$ cat src/hdl/sgb_pkg.sv
package sgb_pkg;

  // Fixed sizes of the data path.
  localparam int PIX_W      = 8;
  localparam int COEF_W     = 17;
  localparam int COEF_FRAC  = 16;
  localparam int HSUM_W     = COEF_FRAC + 10;
  localparam int MAX_RADIUS = 4;
  localparam int NUM_COEF   = MAX_RADIUS + 1;
  localparam int WIN        = 2 * MAX_RADIUS + 1;
  localparam int SLOT_W     = $clog2(WIN);
  localparam int DIM_W      = 12;
  localparam int HGT_W      = 13;
  localparam int RAD_W      = 3;
  localparam int CNT_W      = 24;
  localparam int MAX_HEIGHT = 4096;

  localparam int PAIR_W  = PIX_W + 1;
  localparam int HPROD_W = PAIR_W + COEF_W;
  localparam int HACC_W  = HPROD_W + 3;
  localparam int VPAIR_W = HSUM_W + 1;
  localparam int VPROD_W = VPAIR_W + COEF_W;
  localparam int VACC_W  = VPROD_W + 3;
  localparam int RND_SH  = 2 * COEF_FRAC;

  localparam int RST_WIDTH  = 640;
  localparam int RST_HEIGHT = 480;
  localparam int RST_RADIUS = 2;

  localparam logic CMD_PIXEL = 1'b0;
  localparam logic CMD_DRAIN = 1'b1;

  typedef enum logic [2:0] {
    REG_IMAGE_WIDTH  = 3'd0,
    REG_IMAGE_HEIGHT = 3'd1,
    REG_RADIUS       = 3'd2,
    REG_COEF_CENTER  = 3'd3,
    REG_COEF_1       = 3'd4,
    REG_COEF_2       = 3'd5,
    REG_COEF_3       = 3'd6,
    REG_COEF_4       = 3'd7
  } cfg_reg_e;

  // Frame geometry after clamping, with the derived item counts.
  typedef struct packed {
    logic [DIM_W-1:0] w;
    logic [HGT_W-1:0] h;
    logic [RAD_W-1:0] r;
    logic [CNT_W-1:0] total;
    logic [CNT_W-1:0] lag;
  } geom_t;

  localparam geom_t GEOM_RST = '{
    w:     DIM_W'(RST_WIDTH),
    h:     HGT_W'(RST_HEIGHT),
    r:     RAD_W'(RST_RADIUS),
    total: CNT_W'(RST_WIDTH * RST_HEIGHT),
    lag:   CNT_W'(RST_RADIUS * RST_WIDTH + RST_RADIUS)
  };

  typedef logic [NUM_COEF-1:0][COEF_W-1:0] coef_t;

  // Control for the vertical pass of one output pixel.
  typedef struct packed {
    logic                              emit;
    logic                              last;
    logic [DIM_W-1:0]                  col;
    logic [NUM_COEF-1:0][SLOT_W-1:0]   bank_p;
    logic [NUM_COEF-1:0][SLOT_W-1:0]   bank_m;
    logic [NUM_COEF-1:0]               tap_en;
  } vctl_t;

  // One operation of the horizontal pass.
  typedef struct packed {
    logic                              we;
    logic [SLOT_W-1:0]                 slot;
    logic [DIM_W-1:0]                  col;
    logic [NUM_COEF-1:0][PAIR_W-1:0]   pair;
    vctl_t                             v;
  } hop_t;

  // One line store write, with the vertical control riding along.
  typedef struct packed {
    logic              we;
    logic [SLOT_W-1:0] slot;
    logic [DIM_W-1:0]  col;
    logic [HSUM_W-1:0] hsum;
    vctl_t             v;
  } wr_t;

endpackage

$ cat src/hdl/sgb_hfilt.sv
module sgb_hfilt import sgb_pkg::*; (
  input  logic  clk_i,
  input  logic  rst_ni,
  input  hop_t  op_i,
  input  coef_t coef_i,
  output wr_t   wr_o
);

  localparam logic [HACC_W-1:0] HSUM_MAX = HACC_W'((64'd1 << HSUM_W) - 64'd1);

  logic [NUM_COEF-1:0][HPROD_W-1:0] prod_q;
  logic              s1_we_q;
  logic [SLOT_W-1:0] s1_slot_q;
  logic [DIM_W-1:0]  s1_col_q;
  vctl_t             s1_v_q;
  wr_t               wr_q, wr_d;

  // Symmetric taps were already paired, so one product per distance.
  always_ff @(posedge clk_i) begin
    for (int d = 0; d < NUM_COEF; d++) begin
      prod_q[d] <= op_i.pair[d] * coef_i[d];
    end
    s1_slot_q <= op_i.slot;
    s1_col_q  <= op_i.col;
  end

  always_comb begin
    logic [HACC_W-1:0] acc;
    acc = '0;
    for (int d = 0; d < NUM_COEF; d++) begin
      acc = acc + HACC_W'(prod_q[d]);
    end
    wr_d.we   = s1_we_q;
    wr_d.slot = s1_slot_q;
    wr_d.col  = s1_col_q;
    wr_d.hsum = (acc > HSUM_MAX) ? HSUM_MAX[HSUM_W-1:0] : acc[HSUM_W-1:0];
    wr_d.v    = s1_v_q;
  end

  always_ff @(posedge clk_i or negedge rst_ni) begin
    if (!rst_ni) begin
      s1_we_q <= 1'b0;
      s1_v_q  <= '0;
      wr_q    <= '0;
    end else begin
      s1_we_q <= op_i.we;
      s1_v_q  <= op_i.v;
      wr_q    <= wr_d;
    end
  end

  assign wr_o = wr_q;

endmodule

$ cat config.mk
export PLATFORM = sky130hd
export DESIGN_NAME = sgb_hfilt
export DESIGN_NICKNAME = d
export VERILOG_FILES = /design/src/hdl/sgb_pkg.sv /design/src/hdl/sgb_hfilt.sv
export SDC_FILE = /design/constraint.sdc
export NUM_CORES = 2
export LEC_CHECK = 0
export BUFFER_PORTS_ARGS = -buffer_cell sky130_fd_sc_hd__buf_2
export CAP_MARGIN = 20
export CELL_PAD_IN_SITES_DETAIL_PLACEMENT = 0
export CELL_PAD_IN_SITES_GLOBAL_PLACEMENT = 1
export CORE_ASPECT_RATIO = 0.6
export CORE_MARGIN = 2
export CORE_UTILIZATION = 50
export CTS_BUF_LIST = sky130_fd_sc_hd__clkbuf_2 sky130_fd_sc_hd__clkbuf_4 sky130_fd_sc_hd__clkbuf_8
export DETAILED_ROUTE_END_ITERATION = 6
export HOLD_SLACK_MARGIN = 0.03
export PLACE_DENSITY_LB_ADDON = 0.1
export SETUP_SLACK_MARGIN = 0.15
export SKIP_CTS_REPAIR_TIMING = 1
export SLEW_MARGIN = 5
export SYNTH_ARGS = -nofsm -noshare
export SYNTH_HDL_FRONTEND = slang
export SYNTH_SLANG_ARGS = --single-unit
$ cat constraint.sdc
create_clock -name clk_i -period 9 [get_ports clk_i]
set_input_delay 0.9 -clock clk_i [delete_from_list [all_inputs] [get_ports clk_i]]
set_output_delay 0.9 -clock clk_i [all_outputs]
set_load 0.03 [all_outputs]
Yosys cells after proc, flatten, opt, wreduce, memory -nomap -nowiden

Cells that the tools add are included.

Bits in registers: 308
Input bits: 208
Output and inout bits: 102
Logic and storage cells: 51

Add/subtract/negate cells: 4
Multipliers: 5
Order comparisons: 1
Multiplexer cells: 1

Operator list:

| cell                                                             | number |
|---|---|
| multiplier 9 x 17 -> 26 bit                                      | 5 |
| adder 28 x 26 -> 29 bit                                          | 1 |
| adder 29 x 26 -> 29 bit                                          | 1 |
| greater-than comparator 29 x 26 -> 1 bit (second input constant) | 1 |
| adder 27 x 26 -> 28 bit                                          | 1 |
| adder 26 x 26 -> 27 bit                                          | 1 |
| 2-to-1 mux 26 bit                                                | 1 |

Logic depth before layout (Yosys ltp)

Word-level depth: 6
Depth in mapped cells: 22
Mapped depth without buffers: 20

Least setup slack after synthesis

OpenSTA, ideal clock, no wires.

Path kind: in2reg
Start point: in op_i[77] (netlist bit)
End point: reg prod_q[77] (netlist bit)
Setup time: 0.072 ns
Data arrival time: 5.780 ns
Data required time: 8.928 ns
Path slack: 3.147 ns
Cell stages on the path: 20
Path buffers: 2
Path through: clkbuf_1 clkbuf_1 nand2_1 fa_1 inv_1 fa_1 inv_1 fa_1 inv_1 fa_1 ha_1 a21o_1 a221oi_1 o21ai_1 a21oi_1 o31ai_1 or4_1 a31o_2 a21oi_1 xnor2_1

Word-level cells in the longest chain between the ends: 1

RTL lines:

| element                        | line            | text |
|---|---|---|
| start: declaration             | sgb_hfilt.sv:4  | `input hop_t op_i,` |
| multiplier 9 x 17 -> 26 bit    | sgb_hfilt.sv:21 | `prod_q[d] <= op_i.pair[d] * coef_i[d];` |
| end signal: indexed assignment | sgb_hfilt.sv:21 |  |
| end: declaration               | sgb_hfilt.sv:11 | `logic [NUM_COEF-1:0][HPROD_W-1:0] prod_q;` |

No other way between the ends.

==> results.toml <==
[synth]
ys.flop_type = "dfrtp_1"
yosysTopAreaCellShare_pct = 36.2
ys_top_cells_by_count = "801 x inv_1, 607 x fa_1, 563 x nand2_1, 280 x and2_1, 259 x ha_1"
synthCells = 3523
ys.warnings.count = 0
synth_cell_type_count = 67
synth.most_common_cell = "inv_1"
avgSynthCellArea_um2 = 9.52
async_reset_ff_share_pct = 52.6
synth_top_area_cell = "fa_1"
ys_seq_area_share_pct = 20.8
yosys-top-cells-area = "fa_1 36%, dfrtp_1 12%, ha_1 9.7%"
syn-num-nets = 4597
synth_edf_count = 0
mappedNetlistArea_mm2 = 0.0335
synth-seq-cells = 308

[worst_setup_path]
regToRegStartpoint = "prod_q[1]"
crit_arrival_ns = 5.94
cpMostUsedCell = "fa_1"
r2r-end = "wr_o[75]"
cp.required_ns = 9.44
start_kind = "flop"
crit_fanout = 26
crit_chain = "inv_1 -> fa_1 -> fa_1 -> fa_1 -> inv_1 -> ha_1 -> inv_1 -> fa_1 -> nand2b_1 -> a21oi_1 -> o41ai_2 -> a211oi_1 -> a31o_2 -> a41oi_2 -> o311ai_1 -> mux2i_2 -> buf_4 -> o2111ai_1"
timing.critical_path.buf_inv = 4
crit_family = "adder cells"
slowest_delay_ns = 0.57
worstRegToRegCells = 18
critPathSlowestCell = "fa_1"
r2r_slack_ns = 3.50
criticalPathCategory = "flop to flop"
worst_setup_path_end_kind = "flop"

[sta]
finalCritPeriodShare_pct = 61.1
rsz0062_at_grt = "no"
drv_slew = 0
setup_slack_ns = 3.50
setup_viol = 0
layout_min_cycle_time_ns = 5.50
fmax_ghz = 0.182
hold_viol = 0
fin_skew_ns = 0.0345
slew_headroom_pct = 53.0
finalSetupTns_ns = 0
tightestPinTransition_ns = 0.705

[cts]
clkLatencyLatePin_ns = 0.62
clockBufferDepth = 3
cts_made_buffers = 47
h-tree-depth = 2
root_buffer = "clkbuf_8"
clock-sinks = 308
cts_tree = "done"
cts.clk_slew.worst_paths_ns = 0.06

[drt]
dr.pass1.iters = 5
via_count = 23371
wl_um = 81200
drtIter0Drc = 1305
drc = 0
via_per_inst = 4.99
postRouteAntennaNets = 0
routedWlPerCell_um = 17.4

[global_route]
grt.total_usage_pct = 24.6
antenna_found_initial = 4
grt_overflow = 0
grt_pass1_wl_um = 135000
grt_pass1_vias = 24843
grt_max_degree = 85

[min_path]
hp-class = "primary input to asynchronous set/reset pin"

[placed_design]
portBuffers = 309
place_congestion = 0.882
pre_cts_slack_ns = 2.94
post-dp-hpwl_um = 67800

[die]
initial_core_util_pct = 50.6
die_area_mm2 = 0.0692
die_width_um = 338
die_h_um = 205
num_rows = 73
coreArea_mm2 = 0.0663
top_level_ports = 310

[run]
cap_violations = 0

[outcome]
status = "finished, final reports clean"

[final_layout]
fin_nets = 4816
area_delta_synth_final_pct = 9.87
drive_gt1_share_pct = 10.9
-- flip-flops by register name, summed over array words and instances, names as in the netlist --
register / cells
s1_slot_q: 4
wr_o: 102
s1_col_q: 12
prod_q: 130
s1_we_q: 1
s1_v_q: 59
-- cell families after synthesis --
logic type	count (synthesis)	share of synthesized area, %
flops	308	20.8
xor+xnor	114	2.98
compound gates	277	5.54
simple gates	1013	14.1
fa+ha+maj	866	45.9
mux	2	0.0709
buf+inv	943	10.6
-- layer usage --
layer	routed length, um	vias to the layer above	global-route usage [%]
met4	943	0	4.19
met1	40600	11706	38.5
met3	5400	55	4.02
met5	0	-	0
met2	34200	753	36.1
li1	-	10857	-
-- layout by cell type, fill, tap and decap left out, drive strengths merged, types with 19 or more instances in the layout --
master  synthesis  final
a21o           45     45
a21oi          83     83
and2          280    280
buf             5    312
clkbuf        137     72
dfrtp         162    162
dfxtp         146    146
fa            607    607
ha            259    259
inv           801    802
nand2         563    563
nand2b         19     19
nand3          23     23
nor2           65     65
nor3           23     23
o21ai          45     45
xnor2          88     88
xor2           26     26
-- stage by stage --
step	cell area [um2]	utilization [%]	hold WS, ns	cells
floorplan	33500	-	0.316	3523
global placement	35700	53.8	0.316	4592
detailed placement	35700	53.8	0.320	4592
CTS	36800	55.5	0.292	4677
global route	36800	55.5	0.330	4679
finish	36800	55.5	0.305	4679
-- worst max-delay path by stage --
stage | startpoint | to | cells after the start
6_report | prod_q[1] | wr_o[75] | 18
5_1_grt | op_i[77] | prod_q[77] | 19
4_1_cts | op_i[77] | prod_q[77] | 19
3_5_place_dp | op_i[77] | prod_q[77] | 19
3_3_place_gp | op_i[77] | prod_q[77] | 19
2_1_floorplan | op_i[77] | prod_q[77] | 20
-- area by class of cell --
| cell class | count | area [um2] |
|---|---|---|
| inverters | 801 | 3010 |
| fillers | 5967 | 29500 |
| repair buffers | 312 | 1600 |
| flip-flops and latches | 308 | 6980 |
| multi-input cells | 2272 | 23000 |
| well taps | 900 | 1130 |
| clock inverters | 13 | 236 |
| clock buffers | 72 | 897 |
| diodes | 1 | 2.50 |
-- worst reg2reg max path: cells and delay by family, from the launching register on --
kind | cells | cell delay [ns]
AOI/OAI and AO/OA | 7 | 2.09
adders and majority gates | 5 | 2.17
buffers and inverters | 4 | 0.46
DFF | 1 | 0.32
muxes | 1 | 0.11
and+or+nand+nor | 1 | 0.18
Power is not shown: default switching activity piles up to over one toggle a cycle in this logic, so the estimate is an artifact.
