<file path="config.mk">
export PLATFORM = sky130hd
export DESIGN_NAME = sgb_front
export DESIGN_NICKNAME = d
export VERILOG_FILES = /design/src/hdl/sgb_pkg.sv /design/src/hdl/sgb_front.sv
export SDC_FILE = /design/constraint.sdc
export NUM_CORES = 1
export LEC_CHECK = 0
export ABC_CLOCK_PERIOD_IN_PS = 16500
export BUFFER_PORTS_ARGS = -buffer_cell sky130_fd_sc_hd__buf_2
export CAP_MARGIN = 20
export CORE_MARGIN = 5
export CORE_UTILIZATION = 55
export CTS_CLUSTER_SIZE = 20
export DETAILED_ROUTE_END_ITERATION = 10
export GPL_TIMING_DRIVEN = 0
export PLACE_DENSITY = 0.75
export SYNTH_ARGS = -nofsm -noshare
export SYNTH_HDL_FRONTEND = slang
export SYNTH_SLANG_ARGS = --single-unit
</file>
<file path="constraint.sdc">
create_clock -name clk_i -period 16.5 [get_ports clk_i]
set_input_delay 3.3 -clock clk_i [delete_from_list [all_inputs] [get_ports clk_i]]
set_output_delay 3.3 -clock clk_i [all_outputs]
set_load 0.01 [all_outputs]
</file>
<file path="src/hdl/sgb_pkg.sv">
package sgb_pkg;

  // Fixed sizes of the data path.
  localparam int PIX_W      = 8;
  localparam int COEF_W     = 17;
  localparam int COEF_FRAC  = 16;
  localparam int HSUM_W     = COEF_FRAC + 10;
  localparam int MAX_RADIUS = 4;
  localparam int NUM_COEF   = MAX_RADIUS + 1;
  localparam int WIN        = 2 * MAX_RADIUS + 1;
  localparam int SLOT_W     = $clog2(WIN);
  localparam int DIM_W      = 12;
  localparam int HGT_W      = 13;
  localparam int RAD_W      = 3;
  localparam int CNT_W      = 24;
  localparam int MAX_HEIGHT = 4096;

  localparam int PAIR_W  = PIX_W + 1;
  localparam int HPROD_W = PAIR_W + COEF_W;
  localparam int HACC_W  = HPROD_W + 3;
  localparam int VPAIR_W = HSUM_W + 1;
  localparam int VPROD_W = VPAIR_W + COEF_W;
  localparam int VACC_W  = VPROD_W + 3;
  localparam int RND_SH  = 2 * COEF_FRAC;

  localparam int RST_WIDTH  = 640;
  localparam int RST_HEIGHT = 480;
  localparam int RST_RADIUS = 2;

  localparam logic CMD_PIXEL = 1'b0;
  localparam logic CMD_DRAIN = 1'b1;

  typedef enum logic [2:0] {
    REG_IMAGE_WIDTH  = 3'd0,
    REG_IMAGE_HEIGHT = 3'd1,
    REG_RADIUS       = 3'd2,
    REG_COEF_CENTER  = 3'd3,
    REG_COEF_1       = 3'd4,
    REG_COEF_2       = 3'd5,
    REG_COEF_3       = 3'd6,
    REG_COEF_4       = 3'd7
  } cfg_reg_e;

  // Frame geometry after clamping, with the derived item counts.
  typedef struct packed {
    logic [DIM_W-1:0] w;
    logic [HGT_W-1:0] h;
    logic [RAD_W-1:0] r;
    logic [CNT_W-1:0] total;
    logic [CNT_W-1:0] lag;
  } geom_t;

  localparam geom_t GEOM_RST = '{
    w:     DIM_W'(RST_WIDTH),
    h:     HGT_W'(RST_HEIGHT),
    r:     RAD_W'(RST_RADIUS),
    total: CNT_W'(RST_WIDTH * RST_HEIGHT),
    lag:   CNT_W'(RST_RADIUS * RST_WIDTH + RST_RADIUS)
  };

  typedef logic [NUM_COEF-1:0][COEF_W-1:0] coef_t;

  // Control for the vertical pass of one output pixel.
  typedef struct packed {
    logic                              emit;
    logic                              last;
    logic [DIM_W-1:0]                  col;
    logic [NUM_COEF-1:0][SLOT_W-1:0]   bank_p;
    logic [NUM_COEF-1:0][SLOT_W-1:0]   bank_m;
    logic [NUM_COEF-1:0]               tap_en;
  } vctl_t;

  // One operation of the horizontal pass.
  typedef struct packed {
    logic                              we;
    logic [SLOT_W-1:0]                 slot;
    logic [DIM_W-1:0]                  col;
    logic [NUM_COEF-1:0][PAIR_W-1:0]   pair;
    vctl_t                             v;
  } hop_t;

  // One line store write, with the vertical control riding along.
  typedef struct packed {
    logic              we;
    logic [SLOT_W-1:0] slot;
    logic [DIM_W-1:0]  col;
    logic [HSUM_W-1:0] hsum;
    vctl_t             v;
  } wr_t;

endpackage

</file>
<file path="src/hdl/sgb_front.sv">
module sgb_front import sgb_pkg::*; (
  input  logic             clk_i,
  input  logic             rst_ni,
  input  logic             in_valid_i,
  output logic             in_ready_o,
  input  logic             cmd_i,
  input  logic [PIX_W-1:0] pixel_in_i,
  input  logic             credit_ok_i,
  input  geom_t            geom_i,
  output logic             emit_o,
  output hop_t             op_o
);

  localparam int IDX_W = $clog2(WIN);

  logic [DIM_W-1:0]  in_col_q, in_row_q, ocol_q, orow_q;
  logic [SLOT_W-1:0] in_slot_q, oslot_q;
  logic [CNT_W-1:0]  in_cnt_q, out_cnt_q;
  logic              burst_q;
  logic [DIM_W-1:0]  bcol_q, bend_q;
  logic [SLOT_W-1:0] bslot_q;
  logic [PIX_W-1:0]  win_q [WIN];
  logic [PIX_W-1:0]  win_d [WIN];
  hop_t              op_q, op_d;

  logic acc, in_done, pix_take, drn_take, take, emit, last, row_end, j_ge_r;
  logic [DIM_W-1:0] lo, cur_c, cur_j;

  function automatic logic [SLOT_W-1:0] slot_add(logic [SLOT_W-1:0] s, logic [RAD_W-1:0] x);
    logic [SLOT_W-1:0] sum;
    sum = s + SLOT_W'(x);
    return (sum >= SLOT_W'(WIN)) ? sum - SLOT_W'(WIN) : sum;
  endfunction

  function automatic logic [SLOT_W-1:0] slot_sub(logic [SLOT_W-1:0] s, logic [RAD_W-1:0] x);
    return (s >= SLOT_W'(x)) ? s - SLOT_W'(x) : s + SLOT_W'(WIN) - SLOT_W'(x);
  endfunction

  assign in_ready_o = !burst_q && credit_ok_i;
  assign acc        = in_valid_i && in_ready_o;
  assign in_done    = in_cnt_q >= geom_i.total;
  assign pix_take   = acc && (cmd_i == CMD_PIXEL) && !in_done;
  assign drn_take   = acc && (cmd_i == CMD_DRAIN) && in_done;
  assign take       = pix_take || drn_take;
  assign emit       = take && (in_cnt_q >= geom_i.lag) && (out_cnt_q < geom_i.total);
  assign last       = emit && (CNT_W'(out_cnt_q + 1'b1) == geom_i.total);
  assign row_end    = ({1'b0, in_col_q} + 1'b1) >= {1'b0, geom_i.w};
  assign j_ge_r     = in_col_q >= DIM_W'(geom_i.r);
  assign lo         = j_ge_r ? in_col_q - DIM_W'(geom_i.r) : '0;
  assign cur_c      = burst_q ? bcol_q : lo;
  assign cur_j      = burst_q ? bend_q : in_col_q;
  assign emit_o     = emit;
  assign op_o       = op_q;

  // Recent pixels of the current row, newest at index zero.
  always_comb begin
    for (int i = 0; i < WIN; i++) begin
      if (!pix_take) begin
        win_d[i] = win_q[i];
      end else if (i == 0) begin
        win_d[i] = pixel_in_i;
      end else begin
        win_d[i] = win_q[i-1];
      end
    end
  end

  always_ff @(posedge clk_i) begin
    for (int i = 0; i < WIN; i++) begin
      win_q[i] <= win_d[i];
    end
  end

  always_comb begin
    logic [DIM_W-1:0]  diff;
    logic [RAD_W-1:0]  e, down, up, dp, dm;
    logic [IDX_W-1:0]  kp, km, em;
    logic [HGT_W-1:0]  rem;
    op_d = '0;
    diff = cur_j - cur_c;
    e    = diff[RAD_W-1:0];
    op_d.we   = burst_q || (pix_take && (row_end || j_ge_r));
    op_d.slot = burst_q ? bslot_q : in_slot_q;
    op_d.col  = cur_c;
    // Edge pixels repeat: taps left of column zero or right of the newest pixel clamp.
    for (int d = 0; d < NUM_COEF; d++) begin
      kp = (e > RAD_W'(d)) ? IDX_W'(e - RAD_W'(d)) : '0;
      em = IDX_W'(e) + IDX_W'(d);
      km = ({{(DIM_W-IDX_W){1'b0}}, em} > cur_j) ? cur_j[IDX_W-1:0] : em;
      if (d == 0) begin
        op_d.pair[d] = {1'b0, win_d[IDX_W'(e)]};
      end else if (RAD_W'(d) <= geom_i.r) begin
        op_d.pair[d] = PAIR_W'(win_d[kp]) + PAIR_W'(win_d[km]);
      end else begin
        op_d.pair[d] = '0;
      end
    end
    // Row slots of the vertical taps, clamped to the first and last row.
    down = (orow_q >= DIM_W'(MAX_RADIUS)) ? RAD_W'(MAX_RADIUS) : orow_q[RAD_W-1:0];
    rem  = geom_i.h - 1'b1 - {1'b0, orow_q};
    up   = (rem >= HGT_W'(MAX_RADIUS)) ? RAD_W'(MAX_RADIUS) : rem[RAD_W-1:0];
    for (int d = 0; d < NUM_COEF; d++) begin
      dp = (RAD_W'(d) < up) ? RAD_W'(d) : up;
      dm = (RAD_W'(d) < down) ? RAD_W'(d) : down;
      op_d.v.bank_p[d] = slot_add(oslot_q, dp);
      op_d.v.bank_m[d] = slot_sub(oslot_q, dm);
      op_d.v.tap_en[d] = RAD_W'(d) <= geom_i.r;
    end
    op_d.v.emit = emit;
    op_d.v.last = last;
    op_d.v.col  = ocol_q;
  end

  always_ff @(posedge clk_i or negedge rst_ni) begin
    if (!rst_ni) begin
      op_q      <= '0;
      burst_q   <= 1'b0;
      bcol_q    <= '0;
      bend_q    <= '0;
      bslot_q   <= '0;
      in_col_q  <= '0;
      in_row_q  <= '0;
      in_slot_q <= '0;
      in_cnt_q  <= '0;
      out_cnt_q <= '0;
      ocol_q    <= '0;
      orow_q    <= '0;
      oslot_q   <= '0;
    end else begin
      op_q <= op_d;
      if (burst_q) begin
        if (bcol_q == bend_q) begin
          burst_q <= 1'b0;
        end else begin
          bcol_q <= bcol_q + 1'b1;
        end
      end else if (pix_take && row_end && (lo != in_col_q)) begin
        burst_q <= 1'b1;
        bcol_q  <= lo + 1'b1;
        bend_q  <= in_col_q;
        bslot_q <= in_slot_q;
      end
      if (pix_take) begin
        if (row_end) begin
          in_col_q <= '0;
          if (({1'b0, in_row_q} + 1'b1) >= geom_i.h) begin
            in_row_q  <= '0;
            in_slot_q <= '0;
          end else begin
            in_row_q  <= in_row_q + 1'b1;
            in_slot_q <= slot_add(in_slot_q, RAD_W'(1));
          end
        end else begin
          in_col_q <= in_col_q + 1'b1;
        end
      end
      if (take) begin
        in_cnt_q <= in_cnt_q + 1'b1;
      end
      if (emit) begin
        out_cnt_q <= out_cnt_q + 1'b1;
        if ((ocol_q + 1'b1) == geom_i.w) begin
          ocol_q  <= '0;
          orow_q  <= orow_q + 1'b1;
          oslot_q <= slot_add(oslot_q, RAD_W'(1));
        end else begin
          ocol_q <= ocol_q + 1'b1;
        end
      end
      if (last) begin
        in_col_q  <= '0;
        in_row_q  <= '0;
        in_slot_q <= '0;
        in_cnt_q  <= '0;
        out_cnt_q <= '0;
        ocol_q    <= '0;
        orow_q    <= '0;
        oslot_q   <= '0;
      end
    end
  end

endmodule

</file>
# --- Word-level counts from Yosys, hierarchy flattened ---
# Memory sizes are Yosys's and may differ from the RTL's.
# Index checks and enable logic that the tools add are counted.
totals:
  regBits: 253
  latchBits: 0
  ram_bits: 72
  rom_bits: 0
  in_bits: 89
  out_inout_bits: 123
  elab_cells: 287
  mem_count: 1
classes:
  add_sub_neg: 51
  multipliers: 0
  div_mod_pow: 0
  n_lt_le_gt_ge: 52
  eq_ne: 5
  shifts: 0
  mux: 106
  bitwise: 11
  n_reduce_logical: 27
mem_list:
  columns: ["memory", "words", "width", "read_ports", "rd_clocked_by_memory_dff", "write_ports", "line_no", "rtl"]
  rows:
  - ["win_q", 9, 8, 9, 0, 9, "sgb_front.sv:22", "logic [PIX_W-1:0] win_q [WIN];"]
ops:
  columns: ["cell", "count"]
  rows:
  - ["$bmux 8 s4", 9]
  - ["$mux 12", 19]
  - ["$mux 8", 27]
  - ["$mux 4", 28]
  - ["$mux 24", 4]
  - ["$add 12x1->12 const B", 6]
  - ["$add 24x1->24 const B", 2]
  - ["$ge 24x24->1", 2]
  - ["$gt 4x12->1", 4]
  - ["$ge 5x5->1 const B", 9]
  - ["$not 4->5", 8]
  - ["$sub 4x3->4", 10]
  - ["$add 8x8->9", 4]
  - ["$mux 3", 12]
  - ["$mux 9", 4]
  - ["$ge 4x4->1 const B", 7]
  - ["$sub 4x4->4 const B", 7]
  - ["$add 12x1->13 const B", 2]
  - ["$eq 12x12->1", 2]
  - ["$eq 24x24->1", 1]
  - ["$lt 24x24->1", 1]
  - ["$add 4x3->4", 5]
  - ["$ge 4x3->1", 5]
  - ["$ge 13x12->1", 1]
  - ["35 further kinds", 73]

# --- Logic depth before layout (Yosys ltp) ---
# Gate-level depths: netlist (run 1).
logic_depth:
  word_depth: 13
  depth_mapped: 39
  depth_no_buf: 36

# --- Worst setup path before layout (run 1) ---
# OpenSTA, ideal clock, no wires.
synth_path:
  path_type: "in2reg"
  start: "input port geom_i[48] (netlist name)"
  end: "register op_q, in the netlist op_o[75]"
  t_arrival_ns: 11.177
  path_slack_ns: 5.183
  stages: 35
  cell_sequence: "ha_1 > inv_1 > fa_1 > a211oi_2 > nand4_1 > a22oi_1 > ha_1 > clkbuf_1 > inv_1 > clkbuf_1 > clkbuf_1 > buf_1 > clkbuf_1 > ha_1 > ha_1 > ha_1 > o21a_1 > o21ai_0 > a211oi_4 > mux2i_1 > o21ai_2 > buf_2 > o22a_1 > o211ai_1 > o31ai_1 > a21o_1 > ha_1 > a21o_1 > a21o_1 > a21o_1 > a21oi_1 > o21bai_1 > a21oi_1 > xor2_1 > nor2_1"
synth_rtl:
  columns: ["element", "line_no", "rtl"]
  rows:
  - ["start, declared", "sgb_front.sv:9", "input geom_t geom_i,"]
  - ["end signal, assigned", "sgb_front.sv:130", "op_q <= op_d;"]
  - ["end, declared", "sgb_front.sv:24", "hop_t op_q, op_d;"]

==> results of run 1 <==
## synthesized netlist by cell type (46+ instances only)
cell | n | area (um^2)
nor3_1 | 52 | 260
dfxtp_1 | 72 | 1440
nand3_1 | 89 | 445
and3_1 | 46 | 288
a21o_1 | 76 | 571
ha_1 | 227 | 2840
o211ai_1 | 58 | 435
mux2i_1 | 166 | 1660
nor2b_1 | 58 | 363
xnor2_1 | 131 | 1150
a21oi_1 | 189 | 946
xor2_1 | 52 | 455
nor2_1 | 189 | 709
inv_1 | 241 | 905
o21ai_0 | 141 | 706
nand2_1 | 327 | 1230
dfrtp_1 | 253 | 6330
clkbuf_1 | 106 | 398
## per-layer routing
metal,routed length (um),up-vias
met4,6220,2
met3,11400,373
li1,-,11800
met5,13,-
met2,48100,1765
met1,42600,13100
## final cells by class
type,instances,area share
Clock buffer,55,0.0395
Clock inverter,18,0.00818
Sequential cell,325,0.258
Inverter,246,0.0307
Antenna cell,9,0.000748
Multi-Input combinational cell,2409,0.575
Timing Repair Buffer,222,0.0395
Buffer,169,0.0228
Tap cell,615,0.0255
## cells by family (layout without fill, tap and decap cells)
kind of cell	count (synthesis)	count (layout)	synth area share
buffers and inverters	415	710	0.0604
adder cells (fa/ha/maj)	246	246	0.121
XOR/XNOR	184	184	0.0610
multiplexers	225	225	0.0951
other	2	25	0.000282
flip-flops	325	325	0.292
AO/OA/AOI/OAI	799	799	0.202
AND/OR/NAND/NOR	939	939	0.169
## flip-flops by register name, indices dropped and copies added (netlist names), 4 cells and up
name / count
oslot_q: 4
out_cnt_q: 24
bcol_q: 12
win_q: 72
ocol_q: 12
in_slot_q: 4
orow_q: 12
op_o: 120
in_row_q: 12
in_col_q: 12
bslot_q: 4
in_cnt_q: 24
bend_q: 12
## metrics by stage
stage	instances	setup WS, ns	cell area (um^2)	utilization	hold WS (ns)
floorplan	3149	5.18	26700	-	0.349
global placement	3974	2.10	28500	0.596	0.361
detailed placement	3985	2.10	28700	0.599	0.370
CTS	4058	2.59	30100	0.629	0.395
global route	4064	1.80	30100	0.629	0.422
finish	4068	2.20	30100	0.629	0.395
## worst reg2reg max path: cells and delay by family, from the launching register on
| kind | cells | cell delay (ns) |
|---|---|---|
| AOI/OAI and AO/OA | 13 | 4.01 |
| buffers and inverters | 9 | 3.26 |
| adders and majority gates | 8 | 2.88 |
| and+or+nand+nor | 6 | 1.16 |
| DFF | 1 | 0.49 |
## worst max-delay path by stage
stage | startpoint | slack [ns] | end
after global placement | geom_i[50] | 2.10 | op_o[75]$_DFF_PN0_
after global routing | geom_i[50] | 1.80 | op_o[76]$_DFF_PN0_
after detailed placement | geom_i[50] | 2.10 | op_o[76]$_DFF_PN0_
final | geom_i[50] | 2.20 | op_o[94]$_DFF_PN0_
after CTS | geom_i[50] | 2.59 | op_o[76]$_DFF_PN0_
after floorplan | geom_i[48] | 5.18 | op_o[75]$_DFF_PN0_
==> impl_metrics.ini, run 1 <==
[run_status]
status = completed

[drt]
wirelength_um = 108000
via_per_inst = 6.64
dr_total_vias = 27000
ant_nets = 0
drt_iter0_drc = 3536
drc = 0
first_pass_iters = 8
wl_per_cell_um = 26.6

[sta]
finalSetupViolations = 0
finalCriticalPeriod_ns = 14.30
rsz0062_at_grt = no
slew_violations = 0
relSlewSlack = 0.206
worstMarginPinSlew_ns = 1.16
fin_crit_sh = 0.867
fmax_mhz = 69.9
finalSetupTns_ns = 0
report.final.hold_viol_count = 0
finalClockSkew_ns = 0.0213

[clock_network]
cts.clk_slew.worst_paths_ns = 0.06
clk_latency_ns = 0.58
htree_levels = 2
cts_root_buf = clkbuf_16
cts.sinks = 325
clock_path_buffers = 3
cts_tree = yes
postCtsSetupBuffers = 0
cts_resized = 0
cts_hold_buf = 0
cts_made_buffers = 40

[synthesis]
yosysSeqAreaShare = 0.292
yosys_warnings = 0
synth_edf_count = 0
synth.distinct_cells = 86
ys_async_sr_fraction = 0.778
syn_inst = 3135
ys_seq_elements = 325
netlist_area_um2 = 26600
synth_ff_type = dfrtp_1
avgSynthCellArea_um2 = 8.50

[job]
cap_violations = 0

[global_routing]
antenna_found_initial = 8
grt_first_pass_wirelength_um = 162000
grt-busiest-layer = met2
grt_usage = 0.393
grt_use_met3 = 0.0904
use_met2 = 0.619
grt_remaining_overflow = 0
grt_pass1_vias = 26500
grt_max_degree = 123
grt.met1_usage = 0.515

[layout]
multiInputGateArea_um2 = 17300
drive_gt1_frac = 0.122
areaGrowthSynthToFinish_pct = 13.1
layout_commonest_cell = nand2_1
final_cell_mix = nand2_1, dfrtp_1, buf_2, inv_1, ha_1
nFillCells = 4086
nNetsFinal = 3748
register_area_um2 = 7770

[setup_path]
timing.rr.start = in_col_q[0]$_DFFE_PN0N_
rr_worst_depth = 36
required_ns = 16.90
r2r_end = op_o[94]$_DFF_PN0_
start_kind = input pin
crit_cells = 35
path_class = input pin to register
crit_path_max_incr_delay_ns = 0.74
crit_arrival_ns = 14.70
crit_family = compound AO/OA/AOI/OAI gates
crit_slowest_cell = clkbuf_1
path_buf_inv = 9
cp-end-kind = register
path_max_fanout = 12
path_common_cell = ha_1
r2r_slack_ns = 4.50

[hold_path]
hold_end = op_o[50]$_DFF_PN0_
hold_start = ocol_q[5]$_DFFE_PN0N_
min_path_type = register to register
hold-path-cell-count = 0

[floorplan]
ioPinCount = 212
core_region_area_um2 = 47800
dieArea_um2 = 52900
num_rows = 80
start_util = 0.557
die_y_um = 230
die-width_um = 230

[placed_design]
gp_congestion = 1.06
io_buffers = 210
place_hpwl_um = 83800
Power of run 1 is not shown: default switching activity piles up to over one toggle a cycle in this logic, so the estimate is an artifact.
==> run 2, diff against run 1 <==
Settings changed: ABC_CLOCK_PERIOD_IN_PS 16500 to 12000, BUFFER_PORTS_ARGS -buffer_cell sky130_fd_sc_hd__buf_2 to default, DONT_BUFFER_PORTS from default to 1, PLACE_DENSITY 0.75 to 0.74.
Clock period 16.5 ns to 12 ns, I/O delays scaled along.
==> impl_metrics.ini, run 2 (synthesis gave the netlist of run 1 again) <==
[layout]
largest_reg_flops = 120
final_cell_mix = nand2_1, dfrtp_1, inv_1, ha_1, nor2_1
nNetsFinal = 3534
nFillCells = 4255
drive_gt1_frac = 0.0666
layout_commonest_cell = nand2_1
fin_util = 0.604
design_area_um2 = 28900
areaGrowthSynthToFinish_pct = 8.44

[floorplan]
start_util = 0.557
ioPinCount = 212
dieArea_um2 = 52900
die-width_um = 230
die_y_um = 230
core_region_area_um2 = 47800
num_rows = 80

[setup_path]
crit_path_max_incr_delay_ns = 0.60
path_class = input pin to register
r2r_slack_ns = 1.60
critical_path.startpoint = geom_i[50]
crit_arrival_ns = 12.10
crit_cells = 32
path_buf_inv = 7
crit_family = compound AO/OA/AOI/OAI gates
crit_end = op_o[76]$_DFF_PN0_
path_common_cell = ha_1
timing.rr.start = in_col_q[0]$_DFFE_PN0N_
r2r_end = op_o[76]$_DFF_PN0_
start_kind = input pin
rr_worst_depth = 34
required_ns = 12.40
path_max_fanout = 20
cp-end-kind = register
crit_slowest_cell = a211oi_4

[hold_path]
min_path_type = register to register
hold_start = ocol_q[6]$_DFFE_PN0N_

[clock_network]
cts_hold_buf = 0
htree_levels = 2
cts.clk_slew.worst_paths_ns = 0.06
cts_made_buffers = 39
clk_latency_ns = 0.57
cts.sinks = 325
clock_path_buffers = 3
cts_tree = yes
cts_root_buf = clkbuf_16

[sta]
rsz0062_at_grt = yes
finalSetupViolations = 0
finalClockSkew_ns = 0.0183
finalCriticalPeriod_ns = 11.69
finalHoldWorstSlack_ns = 0.378
relSlewSlack = 0.139
worstMarginPinSlew_ns = 1.26
fin_crit_sh = 0.975
fmax_mhz = 85.5
report.final.hold_viol_count = 0
worst_slack_ns = 0.305
slew_violations = 0

[placed_design]
place_hpwl_um = 80400
gp_congestion = 1.07
io_buffers = 0
place_ws_ns = -1.60
place_area_um2 = 27500

[drt]
first_pass_iters = 6
dr_total_vias = 25600
wl_per_cell_um = 27.1
drc = 0
wirelength_um = 104000
drt_iter0_drc = 3030
via_per_inst = 6.66
ant_nets = 0

[global_routing]
grt_usage = 0.380
grt_pass1_vias = 25000
grt_first_pass_wirelength_um = 156000
grt_max_degree = 254
antenna_found_initial = 5
grt_remaining_overflow = 0

[run_status]
status = completed

[job]
cap_violations = 0
-- run 2: cell count changes in the layout (fill, tap and decap cells not counted), sizes merged --
cell / before / now
buf: 284 / 73
diode: 9 / 2
bufinv: 5 / 2
clkbuf: 162 / 165
clkinv: 11 / 8
clkinvlp: 3 / 2
-- run 2: area by class of cell --
type | count | area (um^2) | area share
Buffer | 168 | 699 | 0.0242
Multi-Input combinational cell | 2409 | 17300 | 0.601
Inverter | 246 | 927 | 0.0321
Tap cell | 615 | 769 | 0.0266
Antenna cell | 2 | 5.00 | 0.000173
Clock inverter | 11 | 113 | 0.00390
Timing Repair Buffer | 10 | 66.3 | 0.00230
Clock buffer | 60 | 1190 | 0.0411
Sequential cell | 325 | 7770 | 0.269
-- run 2: timing repair --
item                       CTS  global route
setup buffers                2             0
setup endpoints to repair   13            11
resized for setup            8            18
pin swaps                    1             0
cloned                       0             0
-- run 2: how the worst min path moves through the flow --
stage / to / slack [ns] / depth (start not counted)
floorplan: op_o[47]$_DFF_PN0_ / 0.35 / 0
global placement: op_o[51]$_DFF_PN0_ / 0.37 / 0
detailed placement: op_o[51]$_DFF_PN0_ / 0.37 / 0
CTS: op_o[51]$_DFF_PN0_ / 0.38 / 0
global route: op_o[51]$_DFF_PN0_ / 0.41 / 0
finish: op_o[51]$_DFF_PN0_ / 0.38 / 0
-- run 2: layer usage --
metal  GRT usage  up-vias  routed length [um]
met2       0.587     1541               45400
met1       0.504    12400               41600
met4       0.161        4                5850
met3       0.102      332               11200
met5      0.0101        -                  87
li1            -    11400                   -
-- run 2: stage by stage --
stage               TNS (ns)  instances
finish                     0       3846
global route          -0.124       3844
CTS                        0       3843
detailed placement    -15.07       3771
global placement      -14.03       3764
floorplan                  0       3149
Power of run 2 is left out for the same reason.
